**src/rtl/assert_macros.svh**
```systemverilog
// Assertion macros shared by the RTL of the stack pop checker.
// Each macro expects signals clk and arst_n in the scope of use.
`ifndef ASSERT_MACROS_SVH
`define ASSERT_MACROS_SVH

// Same-cycle implication, disabled during reset.
`define ASSERT_IMPL(label, ante, cons, msg) \
	label: assert property (@(posedge clk) disable iff (!arst_n) (ante) |-> (cons)) \
		else $error(msg);

// Next-cycle implication, disabled during reset.
`define ASSERT_NEXT(label, ante, cons, msg) \
	label: assert property (@(posedge clk) disable iff (!arst_n) (ante) |=> (cons)) \
		else $error(msg);

`endif

```
**src/rtl/spsc_pkg.sv**
```systemverilog
// Package of the stack pop sequence checker.
// Field widths, defaults and the command/status structs between controller and datapath.
package spsc_pkg;

	localparam int VAL_W          = 13;
	localparam int MAX_VALUES_DEF = 4096;
	localparam logic [VAL_W-1:0] BALL_COUNT_RST = 13'd4096;

	typedef struct packed {
		logic load_in;
		logic set_fail;
		logic set_high;
		logic load_k;
		logic push;
		logic pop;
		logic fin;
	} cmd_t;

	typedef struct packed {
		logic latch;
		logic bad;
		logic above;
		logic need_push;
		logic empty;
		logic push_last;
		logic out_free;
	} stat_t;

endpackage

```
**src/rtl/spsc_ctrl.sv**
```systemverilog
// Controller of the stack pop sequence checker: one-hot state machine.
// Depends on spsc_pkg; drives commands to spsc_dp from its status.
module spsc_ctrl (
	input  logic           clk,
	input  logic           arst_n,
	input  logic           in_valid,
	output logic           in_ready,
	input  spsc_pkg::stat_t stat,
	output spsc_pkg::cmd_t  cmd
);
	import spsc_pkg::*;

	typedef enum logic [3:0] {
		ST_IDLE = 4'b0001,
		ST_EVAL = 4'b0010,
		ST_PUSH = 4'b0100,
		ST_FIN  = 4'b1000
	} state_t;

	state_t state_q, state_d;

	always_ff @(posedge clk or negedge arst_n) begin
		if (!arst_n) begin
			state_q <= ST_IDLE;
		end else begin
			state_q <= state_d;
		end
	end

	always_comb begin
		state_d  = state_q;
		cmd      = '0;
		in_ready = 1'b0;
		case (state_q)
			ST_IDLE: begin
				in_ready = 1'b1;
				if (in_valid) begin
					cmd.load_in = 1'b1;
					state_d     = ST_EVAL;
				end
			end
			ST_EVAL: begin
				state_d = ST_FIN;
				if (stat.latch) begin
					state_d = ST_FIN;
				end else if (stat.bad) begin
					cmd.set_fail = 1'b1;
				end else if (stat.above) begin
					if (stat.need_push) begin
						cmd.load_k = 1'b1;
						state_d    = ST_PUSH;
					end else begin
						cmd.set_high = 1'b1;
					end
				end else if (stat.empty) begin
					cmd.set_fail = 1'b1;
				end else begin
					cmd.pop = 1'b1;
				end
			end
			ST_PUSH: begin
				cmd.push = 1'b1;
				if (stat.push_last) begin
					cmd.set_high = 1'b1;
					state_d      = ST_FIN;
				end
			end
			ST_FIN: begin
				if (stat.out_free) begin
					cmd.fin = 1'b1;
					state_d = ST_IDLE;
				end
			end
			default: begin
				state_d = ST_IDLE;
			end
		endcase
	end

endmodule

```
**config.mk**
```make
export PLATFORM = sky130hd
export DESIGN_NAME = spsc_ctrl
export DESIGN_NICKNAME = d
export VERILOG_FILES = /design/src/rtl/assert_macros.svh /design/src/rtl/spsc_pkg.sv /design/src/rtl/spsc_ctrl.sv
export SDC_FILE = /design/constraint.sdc
export NUM_CORES = 1
export LEC_CHECK = 0
export BUFFER_PORTS_ARGS = -buffer_cell sky130_fd_sc_hd__buf_4
export CAP_MARGIN = 20
export CORE_AREA = 2 2 39 41
export CTS_BUF_LIST = sky130_fd_sc_hd__clkbuf_2
export CTS_CLUSTER_DIAMETER = 50
export CTS_CLUSTER_SIZE = 16
export DETAILED_ROUTE_END_ITERATION = 16
export DIE_AREA = 0 0 41 43
export PLACE_DENSITY = 0.49
export SYNTH_ARGS = -nofsm -noshare
export SYNTH_HDL_FRONTEND = slang
export SYNTH_SLANG_ARGS = --single-unit
```
**constraint.sdc**
```tcl
create_clock -name clk -period 2.8 [get_ports clk]
set_input_delay 0.14 -clock clk [delete_from_list [all_inputs] [get_ports clk]]
set_output_delay 0.14 -clock clk [all_outputs]
set_load 0.05 [all_outputs]
```
# [Word-level counts from Yosys, hierarchy flattened]
# Cells that the tools add are included.
[totals] ff_bits=4 inputBits=10 out_inout_bits=8 word_cells=40
[op_classes] eq_ne=7 mux=31 n_reduce_logical=1
[ops] op="2-to-1 mux 4 bit" n=7
[ops] op="2-to-1 mux 1 bit" n=19
[ops] op="case mux 4 bit (4 select lines)" n=1
[ops] op="inequality test 2 bit (second input constant)" n=3
[ops] op="equality test 4 x 1 -> 1 bit (second input constant)" n=1
[ops] op="equality test 4 x 2 -> 1 bit (second input constant)" n=1
[ops] op="equality test 4 x 3 -> 1 bit (second input constant)" n=1
[ops] op="equality test 4 bit (second input constant)" n=1
[ops] op="2-to-1 mux 2 bit" n=2
[ops] op="2-to-1 mux 3 bit" n=1
[ops] op="AND reduction 3 bit" n=1
[ops] op="case mux 1 bit (2 select lines)" n=1

# [Logic depth before layout (Yosys ltp)]
[depth] depth_word=5 ltp_mapped=3 ltp_nobuf=3

# [Least setup slack after synthesis]
# No wires, ideal clock.
[synth_timing] path_type="flip-flop to output port" from="register state_q[3]" to="output port cmd[1] (netlist name)" arrival_time_ns=2.327 path_slack_ns=0.333 stages_incl_launch_ff=4 path_buffers=0 path_cell_list="dfrtp_1 -> nor4b_4 -> nand2b_2 -> nor4_1"
[synth_lines] element="start, declared" line="spsc_ctrl.sv:20" source="state_t state_q, state_d;"
[synth_lines] element="start signal, assigned" line="spsc_ctrl.sv:26" source="state_q <= state_d;"
[synth_lines] element="end, declared" line="spsc_ctrl.sv:9" source="output spsc_pkg::cmd_t cmd"

==> results.json <==
{
  "status": "finished clean",
  "cp_top_family": "simple AND/OR/NAND/NOR gates",
  "grt_max_degree": 8,
  "largest_register_ff_count": 4,
  "synth_flop_cell": "dfrtp_1",
  "min_path_type": "in -> reg",
  "rsz0062_at_grt": "false",
  "irDropWorstVdd_uv": 377,
  "power_density_nw_per_um2": 694,
  "drt_iter0_drc": 1,
  "grtUsageTotal_pct": 10.4,
  "synth.distinct_cells": 24,
  "insertedDiodeCount": 0,
  "synthTopCellsByArea": "dfrtp_1, dfstp_2, nor4b_4",
  "r2r_cells": 3,
  "grt_overflow": 0,
  "wl_um": 796,
  "finalMaxSlewViolations": 0,
  "ff2ff_setup_slack_ns": 1.57,
  "timing.rr.start": "state_q[0]",
  "slowest_stage": "dfrtp_1",
  "startpoint_type": "register",
  "area_delta_synth_final_pct": 56.3,
  "first_pass_iters": 2,
  "reg_top3": "state_q (4)",
  "top_register": "state_q",
  "grt_pass1_wl_mm": 1.23,
  "slowest_delay_ns": 0.46,
  "layout-drive-gt1-share_pct": 51.9,
  "ys_seq_area_share_pct": 32.1,
  "crit_arrival_ns": 1.60,
  "syn_nets": 42,
  "cp_num_cells": 4,
  "fin_nets": 65,
  "netlist_instances": 32,
  "crit_path_end": "cmd[4]",
  "syn_area_um2": 315,
  "tns_ns": 0,
  "cts-htree-levels": 1,
  "slew_headroom_pct": 80.5,
  "critPathMaxFanout": 7,
  "final.min_clock_period_ns": 1.74,
  "tightest_slew_ns": 0.291,
  "synth_edf_count": 0,
  "first_global_vias": 327,
  "synthAdderAreaFrac_pct": 0,
  "synth-compound-area-share_pct": 18.3,
  "clock-sinks": 4,
  "rr_endpoint": "state_q[0]",
  "start_util_pct": 22.8,
  "clock.fmax_ghz": 0.574,
  "yosys_warnings": 0,
  "rows": 14,
  "max_cap_viol_count": 0,
  "fin_hold_ws_ns": 0.164,
  "gp_congestion": 0.686,
  "synth_top_cell_by_area": "dfrtp_1",
  "syn_avg_cell_area_um2": 9.85,
  "synth-async-reset-ratio_pct": 100,
  "fp.dieW_um": 41,
  "end_kind": "output port",
  "drc": 0,
  "die_area_um2": 1760,
  "clkTransAtPathRegs_ns": 0.05,
  "vias": 334,
  "p_leak_nw": 0.222,
  "fp.coreArea_um2": 1380,
  "hold_viol": 0,
  "crit_chain": "nor4b_4 -> nand2b_2 -> o41ai_2 -> buf_4",
  "grt_antenna_before_repair": 0,
  "io_buffers": 17,
  "synthSimpleGateAreaFrac_pct": 46.0,
  "drtAntennaViolNets": 0,
  "die_y_um": 43,
  "required_ns": 2.66,
  "cts_root_buf": "clkbuf_2",
  "wl_per_cell_um": 11.4,
  "pin_count": 18,
  "cts_tree": "yes",
  "cts_setup_buffers": 0,
  "cts_buffer_depth": 2,
  "synthXorXnorAreaFrac_pct": 0,
  "synth_top_family_by_area": "simple AND/OR/NAND/NOR gates",
  "timing_worst_setup_path_type": "reg -> out",
  "synthMuxAreaShare_pct": 0,
  "numCtsBuffers": 3,
  "final-setup-viol-count": 0,
  "ys_ff_latch": 4,
  "routed_via_density": 4.77,
  "setup.worst_path.start": "state_q[3]",
  "insertion_delay_ns": 0.21,
  "cp_num_buf_inv": 1,
  "finalClockSkew_ns": 0.0111,
  "ys_top_cells_by_count": "dfrtp_1, inv_1",
  "period_share_pct": 62.2,
  "synth_top_area_share_pct": 23.8
}
cell type report:
class                           instances  area (um2)
Fill cell                             150         891
Multi-Input combinational cell         25         203
Timing Repair Buffer                   18         138
Sequential cell                         4         101
Clock buffer                            4        20.0
Tap cell                               16        20.0
Inverter                                3        11.3
worst register-to-register path: cells and delay by family (launching register included):
| family | cells | cell delay, ns |
|---|---|---|
| DFF | 1 | 0.58 |
| and+or+nand+nor | 2 | 0.49 |
| AOI/OAI and AO/OA | 1 | 0.07 |
where the power goes:
part	internal (W)	leakage [nW]	switching, W
combinational	0.0000677	0.155	0.000104
clock	0.0000377	0.0166	0.0000242
sequential	0.0000783	0.0511	0.0000300
cells in the final DEF (no fill, tap or decap), drive strengths merged, types with 2 or more instances in the layout:
cell type	Yosys	layout
o2bb2ai	2	2
nor3	2	2
and2	3	3
inv	3	3
dfrtp	3	3
nand2b	2	2
nor2	2	2
clkbuf	0	4
buf	0	17
nor4b	2	2
worst min-delay path by stage:
stage          slack (ns)  cells past startpoint  startpoint          to
2_1_floorplan       -0.16                      0      arst_n  state_q[1]
5_1_grt              0.15                      2    in_valid  state_q[1]
3_3_place_gp        -0.06                      1      arst_n  state_q[1]
6_report             0.16                      2    in_valid  state_q[1]
4_1_cts              0.15                      2    in_valid  state_q[1]
3_5_place_dp        -0.06                      1      arst_n  state_q[3]
logic make-up after synthesis:
group           count (synthesis)
compound gates                  7
buf+inv                         3
flops                           4
simple gates                   18
layer usage:
layer	global-route usage, %	wire, um	vias up
met4	6.00	0	0
met5	0	0	-
met2	16.3	370	16
met3	3.14	81	0
met1	11.8	344	150
li1	-	-	168
per-stage QoR:
step | std cells | setup WS, ns | total power (W) | area (um2) | utilization (%)
2_1_floorplan | 32 | 0.333 | 0.000225 | 315 | -
3_3_place_gp | 65 | 1.28 | 0.000283 | 463 | 33.5
3_5_place_dp | 65 | 1.26 | 0.000283 | 463 | 33.5
4_1_cts | 70 | 1.02 | 0.000349 | 493 | 35.6
5_1_grt | 70 | 0.900 | 0.000368 | 493 | 35.6
6_report | 70 | 1.06 | 0.000342 | 493 | 35.6
what timing repair did:
| action | CTS | global route |
|---|---|---|
| endpoints found under the setup margin | 0 | 0 |
| resized for setup | 0 | 0 |
| endpoints found under the hold margin | 4 | 0 |
| hold buffers | 1 | 0 |
(Power assumes the default switching activity.)
